$ cat config.mk
export PLATFORM = sky130hd
export DESIGN_NAME = interflow_three_hop_bound
export DESIGN_NICKNAME = d
export VERILOG_FILES = /design/src/rtl/itb_pkg.sv /design/src/rtl/itb_front.sv /design/src/rtl/itb_queue.sv /design/src/rtl/itb_div.sv /design/src/rtl/itb_back.sv /design/src/rtl/interflow_three_hop_bound.sv
export SDC_FILE = /design/constraint.sdc
export NUM_CORES = 1
export LEC_CHECK = 0
export BUFFER_PORTS_ARGS = -buffer_cell sky130_fd_sc_hd__buf_2
export CORE_MARGIN = 10
export CORE_UTILIZATION = 45
export CTS_BUF_LIST = sky130_fd_sc_hd__clkbuf_16
export CTS_CLUSTER_SIZE = 20
export DETAILED_ROUTE_END_ITERATION = 8
export SLEW_MARGIN = 30
export SYNTH_ARGS = -nofsm -noshare
export SYNTH_HDL_FRONTEND = slang
export SYNTH_HIERARCHICAL = 1
export SYNTH_SLANG_ARGS = --single-unit
$ cat constraint.sdc
create_clock -name clock -period 6.3 [get_ports clock]
set_input_delay 0.63 -clock clock [delete_from_list [all_inputs] [get_ports clock]]
set_output_delay 0.63 -clock clock [all_outputs]
set_load 0.02 [all_outputs]
$ cat src/rtl/itb_pkg.sv
`timescale 1ns / 1ps

package itb_pkg;

   localparam int COST_BITS   = 16;
   localparam int PMAX_W      = COST_BITS + 2;
   localparam int REQ_TDATA_W = ((COST_BITS + 7) / 8) * 8;

   localparam int PATH_OUT_W  = 18;
   localparam int SET_OUT_W   = 26;
   localparam int RSP_TDATA_W = ((PATH_OUT_W + SET_OUT_W + 7) / 8) * 8;

   localparam int RECIP_W     = 32;
   localparam int SUM_W       = 41;
   localparam int STEP_W      = 6;

   localparam int RECIP_SHIFT = 32;
   localparam int SET_SHIFT   = 40;

   localparam int Q_DEPTH     = 4;
   localparam int Q_AW        = $clog2(Q_DEPTH);

   localparam logic [PATH_OUT_W-1:0] PATH_OUT_MAX = {PATH_OUT_W{1'b1}};
   localparam logic [SET_OUT_W-1:0]  SET_OUT_MAX  = {SET_OUT_W{1'b1}};
   localparam logic [RECIP_W-1:0]    RECIP_MAX    = {RECIP_W{1'b1}};
   localparam logic [SUM_W-1:0]      SUM_MAX      = {SUM_W{1'b1}};

   typedef struct packed {
      logic [PMAX_W-1:0] bound;
      logic              set_end;
   } queue_entry_type;

   typedef struct packed {
      logic              start;
      logic [STEP_W-1:0] shift;
      logic [SUM_W-1:0]  divisor;
   } div_req_type;

   typedef struct packed {
      logic             busy;
      logic             done;
      logic [SUM_W-1:0] quotient;
   } div_rsp_type;

   function automatic logic [PATH_OUT_W-1:0] sat_path(input logic [PMAX_W-1:0] bound);
      logic [PATH_OUT_W-1:0] res;
      if (64'(bound) > 64'(PATH_OUT_MAX)) begin
         res = PATH_OUT_MAX;
      end else begin
         res = PATH_OUT_W'(bound);
      end
      return res;
   endfunction

endpackage

$ cat src/rtl/itb_front.sv
`timescale 1ns / 1ps

module itb_front
   import itb_pkg::*;
(
   input  logic                   clock,
   input  logic                   reset,
   input  logic                   req_tvalid,
   output logic                   req_tready,
   input  logic [REQ_TDATA_W-1:0] req_tdata,   // link_cost
   input  logic                   req_tlast,
   input  logic                   req_tuser,   // set_end
   input  logic                   q_full,
   output logic                   q_push,
   output queue_entry_type        q_entry
);

   logic [COST_BITS-1:0] older_ff, older_in;
   logic [COST_BITS-1:0] newer_ff, newer_in;
   logic [PMAX_W-1:0]    pmax_ff, pmax_in;
   logic [COST_BITS-1:0] cost;
   logic [PMAX_W-1:0]    window;
   logic [PMAX_W-1:0]    pmax_new;
   logic                 take;

   assign req_tready = !q_full;
   assign take       = req_tvalid && req_tready;
   assign cost       = req_tdata[COST_BITS-1:0];
   assign window     = PMAX_W'(older_ff) + PMAX_W'(newer_ff) + PMAX_W'(cost);
   assign pmax_new   = (window > pmax_ff) ? window : pmax_ff;

   assign q_push          = take && req_tlast;
   assign q_entry.bound   = pmax_new;
   assign q_entry.set_end = req_tuser;

   always_comb begin
      older_in = older_ff;
      newer_in = newer_ff;
      pmax_in  = pmax_ff;
      if (take) begin
         if (req_tlast) begin
            older_in = '0;
            newer_in = '0;
            pmax_in  = '0;
         end else begin
            older_in = newer_ff;
            newer_in = cost;
            pmax_in  = pmax_new;
         end
      end
   end

   always_ff @(posedge clock) begin
      if (reset) begin
         older_ff <= '0;
         newer_ff <= '0;
         pmax_ff  <= '0;
      end else begin
         older_ff <= older_in;
         newer_ff <= newer_in;
         pmax_ff  <= pmax_in;
      end
   end

endmodule

$ cat src/rtl/itb_queue.sv
`timescale 1ns / 1ps

module itb_queue
   import itb_pkg::*;
(
   input  logic            clock,
   input  logic            reset,
   input  logic            push,
   input  queue_entry_type push_entry,
   output logic            full,
   input  logic            pop,
   output logic            valid,
   output queue_entry_type head
);

   queue_entry_type     slot_ff [Q_DEPTH];
   logic [Q_AW-1:0]     wr_ff, wr_in;
   logic [Q_AW-1:0]     rd_ff, rd_in;
   logic [Q_AW:0]       cnt_ff, cnt_in;
   logic                do_push;
   logic                do_pop;

   assign full    = (cnt_ff == (Q_AW + 1)'(Q_DEPTH));
   assign valid   = (cnt_ff != '0);
   assign head    = slot_ff[rd_ff];
   assign do_push = push && !full;
   assign do_pop  = pop && valid;

   always_comb begin
      wr_in  = do_push ? Q_AW'(wr_ff + 1'b1) : wr_ff;
      rd_in  = do_pop ? Q_AW'(rd_ff + 1'b1) : rd_ff;
      cnt_in = cnt_ff;
      if (do_push && !do_pop) begin
         cnt_in = cnt_ff + 1'b1;
      end else if (do_pop && !do_push) begin
         cnt_in = cnt_ff - 1'b1;
      end
   end

   always_ff @(posedge clock) begin
      if (do_push) begin
         slot_ff[wr_ff] <= push_entry;
      end
   end

   always_ff @(posedge clock) begin
      if (reset) begin
         wr_ff  <= '0;
         rd_ff  <= '0;
         cnt_ff <= '0;
      end else begin
         wr_ff  <= wr_in;
         rd_ff  <= rd_in;
         cnt_ff <= cnt_in;
      end
   end

endmodule

$ cat src/rtl/itb_div.sv
`timescale 1ns / 1ps

module itb_div
   import itb_pkg::*;
(
   input  logic        clock,
   input  logic        reset,
   input  div_req_type div_req,
   output div_rsp_type div_rsp
);

   logic [SUM_W:0]    rem_ff, rem_in;
   logic [SUM_W-1:0]  quo_ff, quo_in;
   logic [SUM_W-1:0]  dvs_ff, dvs_in;
   logic [STEP_W-1:0] cnt_ff, cnt_in;
   logic              lead_ff, lead_in;
   logic              done_ff, done_in;
   logic [SUM_W:0]    trial;
   logic              fits;

   assign trial = {rem_ff[SUM_W-1:0], lead_ff};
   assign fits  = (trial >= {1'b0, dvs_ff});

   assign div_rsp.busy     = (cnt_ff != '0);
   assign div_rsp.done     = done_ff;
   assign div_rsp.quotient = quo_ff;

   always_comb begin
      rem_in  = rem_ff;
      quo_in  = quo_ff;
      dvs_in  = dvs_ff;
      cnt_in  = cnt_ff;
      lead_in = lead_ff;
      done_in = 1'b0;
      if (div_req.start) begin
         rem_in  = '0;
         quo_in  = '0;
         dvs_in  = div_req.divisor;
         cnt_in  = div_req.shift + 1'b1;
         lead_in = 1'b1;
      end else if (cnt_ff != '0) begin
         rem_in  = fits ? (trial - {1'b0, dvs_ff}) : trial;
         quo_in  = {quo_ff[SUM_W-2:0], fits};
         lead_in = 1'b0;
         cnt_in  = cnt_ff - 1'b1;
         done_in = (cnt_ff == STEP_W'(1));
      end
   end

   always_ff @(posedge clock) begin
      rem_ff  <= rem_in;
      quo_ff  <= quo_in;
      dvs_ff  <= dvs_in;
      lead_ff <= lead_in;
      if (reset) begin
         cnt_ff  <= '0;
         done_ff <= 1'b0;
      end else begin
         cnt_ff  <= cnt_in;
         done_ff <= done_in;
      end
   end

endmodule

$ cat src/rtl/itb_back.sv
`timescale 1ns / 1ps

module itb_back
   import itb_pkg::*;
(
   input  logic                   clock,
   input  logic                   reset,
   input  logic                   q_valid,
   input  queue_entry_type        q_head,
   output logic                   q_pop,
   output div_req_type            div_req,
   input  div_rsp_type            div_rsp,
   output logic                   rsp_tvalid,
   input  logic                   rsp_tready,
   output logic [RSP_TDATA_W-1:0] rsp_tdata,   // path_bound, set_bound
   output logic                   rsp_tlast,   // set_done
   output logic                   rsp_tuser    // zero_path_seen
);

   typedef enum logic [2:0] {
      ST_IDLE,
      ST_RECIP,
      ST_ACCUM,
      ST_SETDIV,
      ST_EMIT
   } state_type;

   state_type              state_ff, state_in;
   logic [PMAX_W-1:0]      bound_ff, bound_in;
   logic                   send_ff, send_in;
   logic [RECIP_W-1:0]     recip_ff, recip_in;
   logic [SUM_W-1:0]       sum_ff, sum_in;
   logic                   zflag_ff, zflag_in;
   logic [SET_OUT_W-1:0]   sb_ff, sb_in;
   div_req_type            dreq_ff, dreq_in;
   logic                   ovld_ff, ovld_in;
   logic [PATH_OUT_W-1:0]  opath_ff, opath_in;
   logic [SET_OUT_W-1:0]   oset_ff, oset_in;
   logic                   olast_ff, olast_in;
   logic                   ouser_ff, ouser_in;
   logic [SUM_W:0]         sum_wide;
   logic [SUM_W-1:0]       sum_sat;
   logic                   out_free;

   assign sum_wide = {1'b0, sum_ff} + (SUM_W + 1)'(recip_ff);
   assign sum_sat  = sum_wide[SUM_W] ? SUM_MAX : sum_wide[SUM_W-1:0];
   assign out_free = !ovld_ff || rsp_tready;

   assign q_pop      = (state_ff == ST_IDLE) && q_valid;
   assign div_req    = dreq_ff;
   assign rsp_tvalid = ovld_ff;
   assign rsp_tdata  = RSP_TDATA_W'({oset_ff, opath_ff});
   assign rsp_tlast  = olast_ff;
   assign rsp_tuser  = ouser_ff;

   always_comb begin
      state_in      = state_ff;
      bound_in      = bound_ff;
      send_in       = send_ff;
      recip_in      = recip_ff;
      sum_in        = sum_ff;
      zflag_in      = zflag_ff;
      sb_in         = sb_ff;
      dreq_in       = dreq_ff;
      dreq_in.start = 1'b0;
      ovld_in       = ovld_ff && !rsp_tready;
      opath_in      = opath_ff;
      oset_in       = oset_ff;
      olast_in      = olast_ff;
      ouser_in      = ouser_ff;
      case (state_ff)
         ST_IDLE: begin
            if (q_valid) begin
               bound_in = q_head.bound;
               send_in  = q_head.set_end;
               if (q_head.bound == '0) begin
                  recip_in = RECIP_MAX;
                  zflag_in = 1'b1;
                  state_in = ST_ACCUM;
               end else begin
                  dreq_in.start   = 1'b1;
                  dreq_in.shift   = STEP_W'(RECIP_SHIFT);
                  dreq_in.divisor = SUM_W'(q_head.bound);
                  state_in        = ST_RECIP;
               end
            end
         end
         ST_RECIP: begin
            if (div_rsp.done) begin
               recip_in = (div_rsp.quotient[SUM_W-1:RECIP_W] != '0) ? RECIP_MAX
                        : div_rsp.quotient[RECIP_W-1:0];
               state_in = ST_ACCUM;
            end
         end
         ST_ACCUM: begin
            sum_in = sum_sat;
            sb_in  = '0;
            if (send_ff && sum_sat == '0) begin
               sb_in    = SET_OUT_MAX;
               state_in = ST_EMIT;
            end else if (send_ff) begin
               dreq_in.start   = 1'b1;
               dreq_in.shift   = STEP_W'(SET_SHIFT);
               dreq_in.divisor = sum_sat;
               state_in        = ST_SETDIV;
            end else begin
               state_in = ST_EMIT;
            end
         end
         ST_SETDIV: begin
            if (div_rsp.done) begin
               sb_in    = (div_rsp.quotient[SUM_W-1:SET_OUT_W] != '0) ? SET_OUT_MAX
                        : div_rsp.quotient[SET_OUT_W-1:0];
               state_in = ST_EMIT;
            end
         end
         ST_EMIT: begin
            if (out_free) begin
               ovld_in  = 1'b1;
               opath_in = sat_path(bound_ff);
               oset_in  = sb_ff;
               olast_in = send_ff;
               ouser_in = zflag_ff;
               if (send_ff) begin
                  sum_in   = '0;
                  zflag_in = 1'b0;
               end
               state_in = ST_IDLE;
            end
         end
         default: begin
            state_in = ST_IDLE;
         end
      endcase
   end

   always_ff @(posedge clock) begin
      bound_ff        <= bound_in;
      send_ff         <= send_in;
      recip_ff        <= recip_in;
      sb_ff           <= sb_in;
      dreq_ff.shift   <= dreq_in.shift;
      dreq_ff.divisor <= dreq_in.divisor;
      opath_ff        <= opath_in;
      oset_ff         <= oset_in;
      olast_ff        <= olast_in;
      ouser_ff        <= ouser_in;
      if (reset) begin
         state_ff      <= ST_IDLE;
         sum_ff        <= '0;
         zflag_ff      <= 1'b0;
         dreq_ff.start <= 1'b0;
         ovld_ff       <= 1'b0;
      end else begin
         state_ff      <= state_in;
         sum_ff        <= sum_in;
         zflag_ff      <= zflag_in;
         dreq_ff.start <= dreq_in.start;
         ovld_ff       <= ovld_in;
      end
   end

`ifndef SYNTH
   a_start_idle: assert property (@(posedge clock) disable iff (reset)
      dreq_ff.start |-> !div_rsp.busy)
      else $error("divider started while busy");

   a_set_bound_only_last: assert property (@(posedge clock) disable iff (reset)
      ovld_ff |-> (olast_ff || oset_ff == '0))
      else $error("set bound on a result that does not close a set");

   a_emit_loads: assert property (@(posedge clock) disable iff (reset)
      (state_ff == ST_EMIT && out_free) |=> (ovld_ff && state_ff == ST_IDLE))
      else $error("result not loaded on emit");

   a_sum_cleared: assert property (@(posedge clock) disable iff (reset)
      (state_ff == ST_EMIT && out_free && send_ff) |=> (sum_ff == '0 && !zflag_ff))
      else $error("set state not cleared after last path");
`endif

endmodule

$ cat src/rtl/interflow_three_hop_bound.sv
`timescale 1ns / 1ps
// Sequence: each path is queued, then the back end divides for its reciprocal and accumulates it;
// the last path of a set takes a second divide for the set bound (bit-serial divider, 33 or 41
// steps); a path with zero bound skips the first divide.
// Throughput: one link per cycle while the 4-entry path queue has room; the back end takes a
// new path only after it has emitted the last one, and stalls while rsp_tready is low.
// Reset: synchronous, active high; clears window, sums, flags, queue and output valid.

module interflow_three_hop_bound
   import itb_pkg::*;
(
   input  logic                   clock,
   input  logic                   reset,
   input  logic                   req_tvalid,
   output logic                   req_tready,
   input  logic [REQ_TDATA_W-1:0] req_tdata,   // link_cost
   input  logic                   req_tlast,   // path_end
   input  logic                   req_tuser,   // set_end
   output logic                   rsp_tvalid,
   input  logic                   rsp_tready,
   output logic [RSP_TDATA_W-1:0] rsp_tdata,   // path_bound, set_bound
   output logic                   rsp_tlast,   // set_done
   output logic                   rsp_tuser    // zero_path_seen
);

   logic            q_full;
   logic            q_push;
   queue_entry_type q_in;
   logic            q_pop;
   logic            q_valid;
   queue_entry_type q_head;
   div_req_type     div_req;
   div_rsp_type     div_rsp;

   itb_front u_front (
      .clock      (clock),
      .reset      (reset),
      .req_tvalid (req_tvalid),
      .req_tready (req_tready),
      .req_tdata  (req_tdata),
      .req_tlast  (req_tlast),
      .req_tuser  (req_tuser),
      .q_full     (q_full),
      .q_push     (q_push),
      .q_entry    (q_in)
   );

   itb_queue u_queue (
      .clock      (clock),
      .reset      (reset),
      .push       (q_push),
      .push_entry (q_in),
      .full       (q_full),
      .pop        (q_pop),
      .valid      (q_valid),
      .head       (q_head)
   );

   itb_div u_div (
      .clock   (clock),
      .reset   (reset),
      .div_req (div_req),
      .div_rsp (div_rsp)
   );

   itb_back u_back (
      .clock      (clock),
      .reset      (reset),
      .q_valid    (q_valid),
      .q_head     (q_head),
      .q_pop      (q_pop),
      .div_req    (div_req),
      .div_rsp    (div_rsp),
      .rsp_tvalid (rsp_tvalid),
      .rsp_tready (rsp_tready),
      .rsp_tdata  (rsp_tdata),
      .rsp_tlast  (rsp_tlast),
      .rsp_tuser  (rsp_tuser)
   );

endmodule
==> flow_metrics.env <==
export IMPL_cap_violations=0
export IMPL_mostFrequentLayoutCells="nor2_1 (288), edfxtp_1 (283), nand2_1 (247)"
export IMPL_rsz0062_at_grt="no"
export IMPL_grt_overflow=0
export IMPL_n_antenna_cell=0
export IMPL_fin_skew_ns=0.0375
export IMPL_cts_buffers=52
export IMPL_ir_drop_v=0.000269
export IMPL_synth_cells=2502
export IMPL_viasPerCell=5.70
export IMPL_yosys_area_share_simple_pct=16.6
export IMPL_hold_class="in -> reg"
export IMPL_cts_setup_buffers=0
export IMPL_tightest_slew_ns=0.870
export IMPL_ys_flop_type="edfxtp_1"
export IMPL_holdBufCountCts=0
export IMPL_grt_antenna_before_repair=0
export IMPL_final_common_cell="nor2_1"
export IMPL_synth_edf_count=283
export IMPL_track_usage_pct=19.2
export IMPL_cp_depth=14
export IMPL_outcome="finished clean"
export IMPL_yosys_warnings=6
export IMPL_routed_via_count=18779
export IMPL_routed_wl_um=64400
export IMPL_maxSlewHeadroom_pct=42.0
export IMPL_critPathArrivalTime_ns=5.57
export IMPL_rows=86
export IMPL_portBuffers=69
export IMPL_synth_area_um2=25000
export IMPL_cts_buffer_depth=3
export IMPL_synthMuxAreaShare_pct=3.51
export IMPL_die_width_um=256
export IMPL_layout_nets=2662
export IMPL_h_tree_depth=2
export IMPL_drc_errors=0
export IMPL_fmax_mhz=195
export IMPL_start_kind="flop"
export IMPL_crit_type="reg -> reg"
export IMPL_seq_area_frac_synth_pct=49.6
export IMPL_timing_final_crit_period_ns=5.14
export IMPL_avgSynthCellArea_um2=10.0
export IMPL_maxSlewViolCount=0
export IMPL_n_fill_cell=5083
export IMPL_routedWlPerCell_um=19.5
export IMPL_cts_root_buffer="clkbuf_16"
export IMPL_dieArea_um2=65500
export IMPL_grt_max_degree=91
export IMPL_synth_xor_area_share_pct=2.69
export IMPL_power_leakage_uw=0.0103
export IMPL_crit_path_top_delay_cell="nand3_1"
export IMPL_path_buf_inv=1
export IMPL_p_per_area_nw_per_um2=513
export IMPL_fp_coreArea_um2=55100
export IMPL_path_cells="ha_1 -> inv_1 -> fa_1 -> nand2b_1 -> a211oi_1 -> nand2b_1 -> a21oi_1 -> xnor2_1 -> or4_1 -> a2111oi_2 -> nand4_1 -> nor4_2 -> nand3_1 -> o21ai_0"
export IMPL_worstPathMaxFanout=26
export IMPL_synthAdderAreaFrac_pct=7.29
export IMPL_max_stage_delay_ns=0.77
export IMPL_clk_pin_slew_ns=0.06
export IMPL_grt_pass1_wl_um=103000
export IMPL_synthDistinctLibCells=94
export IMPL_async_flop_share_pct=0
export IMPL_ys_ff_latch=479
export IMPL_crit_family="simple AND/OR/NAND/NOR gates"
export IMPL_drt_first_pass_iters=6
export IMPL_holdPathStages=1
export IMPL_finalHoldViolCount=0
export IMPL_cts_resized_gates=0
export IMPL_setup_viol=0
export IMPL_ant_nets=0
export IMPL_hold_slack_ns=0.248
export IMPL_drtIter0Drc=1545
export IMPL_syn_to_final_growth_pct=10.0
export IMPL_synth_compound_area_share_pct=15.8
export IMPL_cts_tree="yes"
export IMPL_critical_path_most_common_cell="nand2b_1"
export IMPL_final_layout_size_suffix_gt1_share_pct=11.6
export IMPL_post_route_period_util_pct=81.5
export IMPL_r2r_cells=14
export IMPL_start_util_pct=45.5
export IMPL_post_dp_hpwl_um=46500
export IMPL_clk_latency_ns=0.61
export IMPL_gp_congestion=0.946
export IMPL_io_pin_count=74
export IMPL_critPathCaptureType="flop"
export IMPL_die_h_um=256
export IMPL_cp_required_ns=6.73
export IMPL_synth_top_family_by_area="simple AND/OR/NAND/NOR gates"
export IMPL_first_global_vias=18460
export IMPL_setup_tns_ns=0
export IMPL_cts_num_sinks=479
==> cells by family after synthesis <==
| logic type | count (synthesis) |
|---|---|
| compound gates | 619 |
| mux | 61 |
| buf+inv | 254 |
| simple gates | 877 |
| xor+xnor | 77 |
| other cells | 1 |
| fa+ha+maj | 134 |
| flops | 479 |
==> area by class of cell <==
| class | instances | area (µm²) | share of cell area, % |
|---|---|---|---|
| inverter | 108 | 407 | 1.48 |
| clock buffer | 52 | 1300 | 4.72 |
| multi-input combinational | 1776 | 11600 | 42.1 |
| tap | 748 | 936 | 3.40 |
| sequential | 479 | 12400 | 45.1 |
| clock inverter | 44 | 364 | 1.32 |
| timing repair buffer | 89 | 518 | 1.88 |
==> where the power goes <==
| part | switching, µW | internal, µW | total (µW) |
|---|---|---|---|
| combinational | 4000 | 2300 | 6310 |
| sequential | 467 | 4420 | 4880 |
| clock | 1270 | 1670 | 2950 |
| total | 5740 | 8390 | 14100 |
==> flip-flops by register name, summed over array words and instances, names as in the netlist, 26 cells and up, named ones only <==
register         count
u_back/div_req      44
u_div/dvs_ff        41
u_back/oset_ff      26
u_div/quo_ff        41
u_div/rem_ff        41
u_back/recip_ff     32
u_back/sum_ff       41
u_queue/slot_ff     76
u_back/sb_ff        26
==> path summary, 6_finish.rpt <==
kind                       from                     to  slack [ns]
max          u_back/recip_ff[0]       u_back/sb_ff[17]        1.16
min                   req_tuser  u_queue/slot_ff[3][0]        0.25
max reg2reg  u_back/recip_ff[0]       u_back/sb_ff[17]        1.16
min reg2reg  u_back/div_req[38]       u_div/dvs_ff[38]        0.40
==> per-stage QoR <==
step                setup WS [ns]  total power [µW]  instances  area (µm²)  util (%)
finish                       1.16             14100       3296       27600      50.0
global route                0.739             15100       3296       27600      50.0
CTS                          1.17             14200       3295       27500      50.0
detailed placement          0.938             11200       3199       25900      46.9
global placement            0.981             11100       3199       25900      46.9
floorplan                   0.615              9590       2509       25100         -
==> synth_stat cells (22+ instances only) <==
library cell / count / area [µm²]
a211oi_1: 43 / 323
a21o_1: 35 / 263
a21oi_1: 243 / 1220
and2_1: 23 / 144
clkbuf_1: 102 / 383
dfxtp_1: 196 / 3920
edfxtp_1: 283 / 8500
ha_1: 114 / 1430
inv_1: 108 / 405
mux2i_1: 23 / 230
nand2_1: 249 / 935
nand3_1: 44 / 220
nand3b_1: 34 / 255
nand4_1: 32 / 200
nor2_1: 290 / 1090
nor3_1: 41 / 205
o211ai_1: 22 / 165
o21ai_0: 101 / 505
or2_2: 41 / 257
xnor2_1: 45 / 394
xor2_1: 32 / 280
==> metal layers <==
metal | up-vias | share of wire, % | global-route usage [%] | wire length (µm)
met5 | - | 0 | 0 | 0
met4 | 0 | 1.5 | 4.35 | 995
met3 | 80 | 4.4 | 2.14 | 2840
met2 | 441 | 50 | 33.4 | 31900
met1 | 9225 | 45 | 25.2 | 28700
li1 | 9033 | - | - | -
Note: power is estimated with default switching activity, not from simulation.
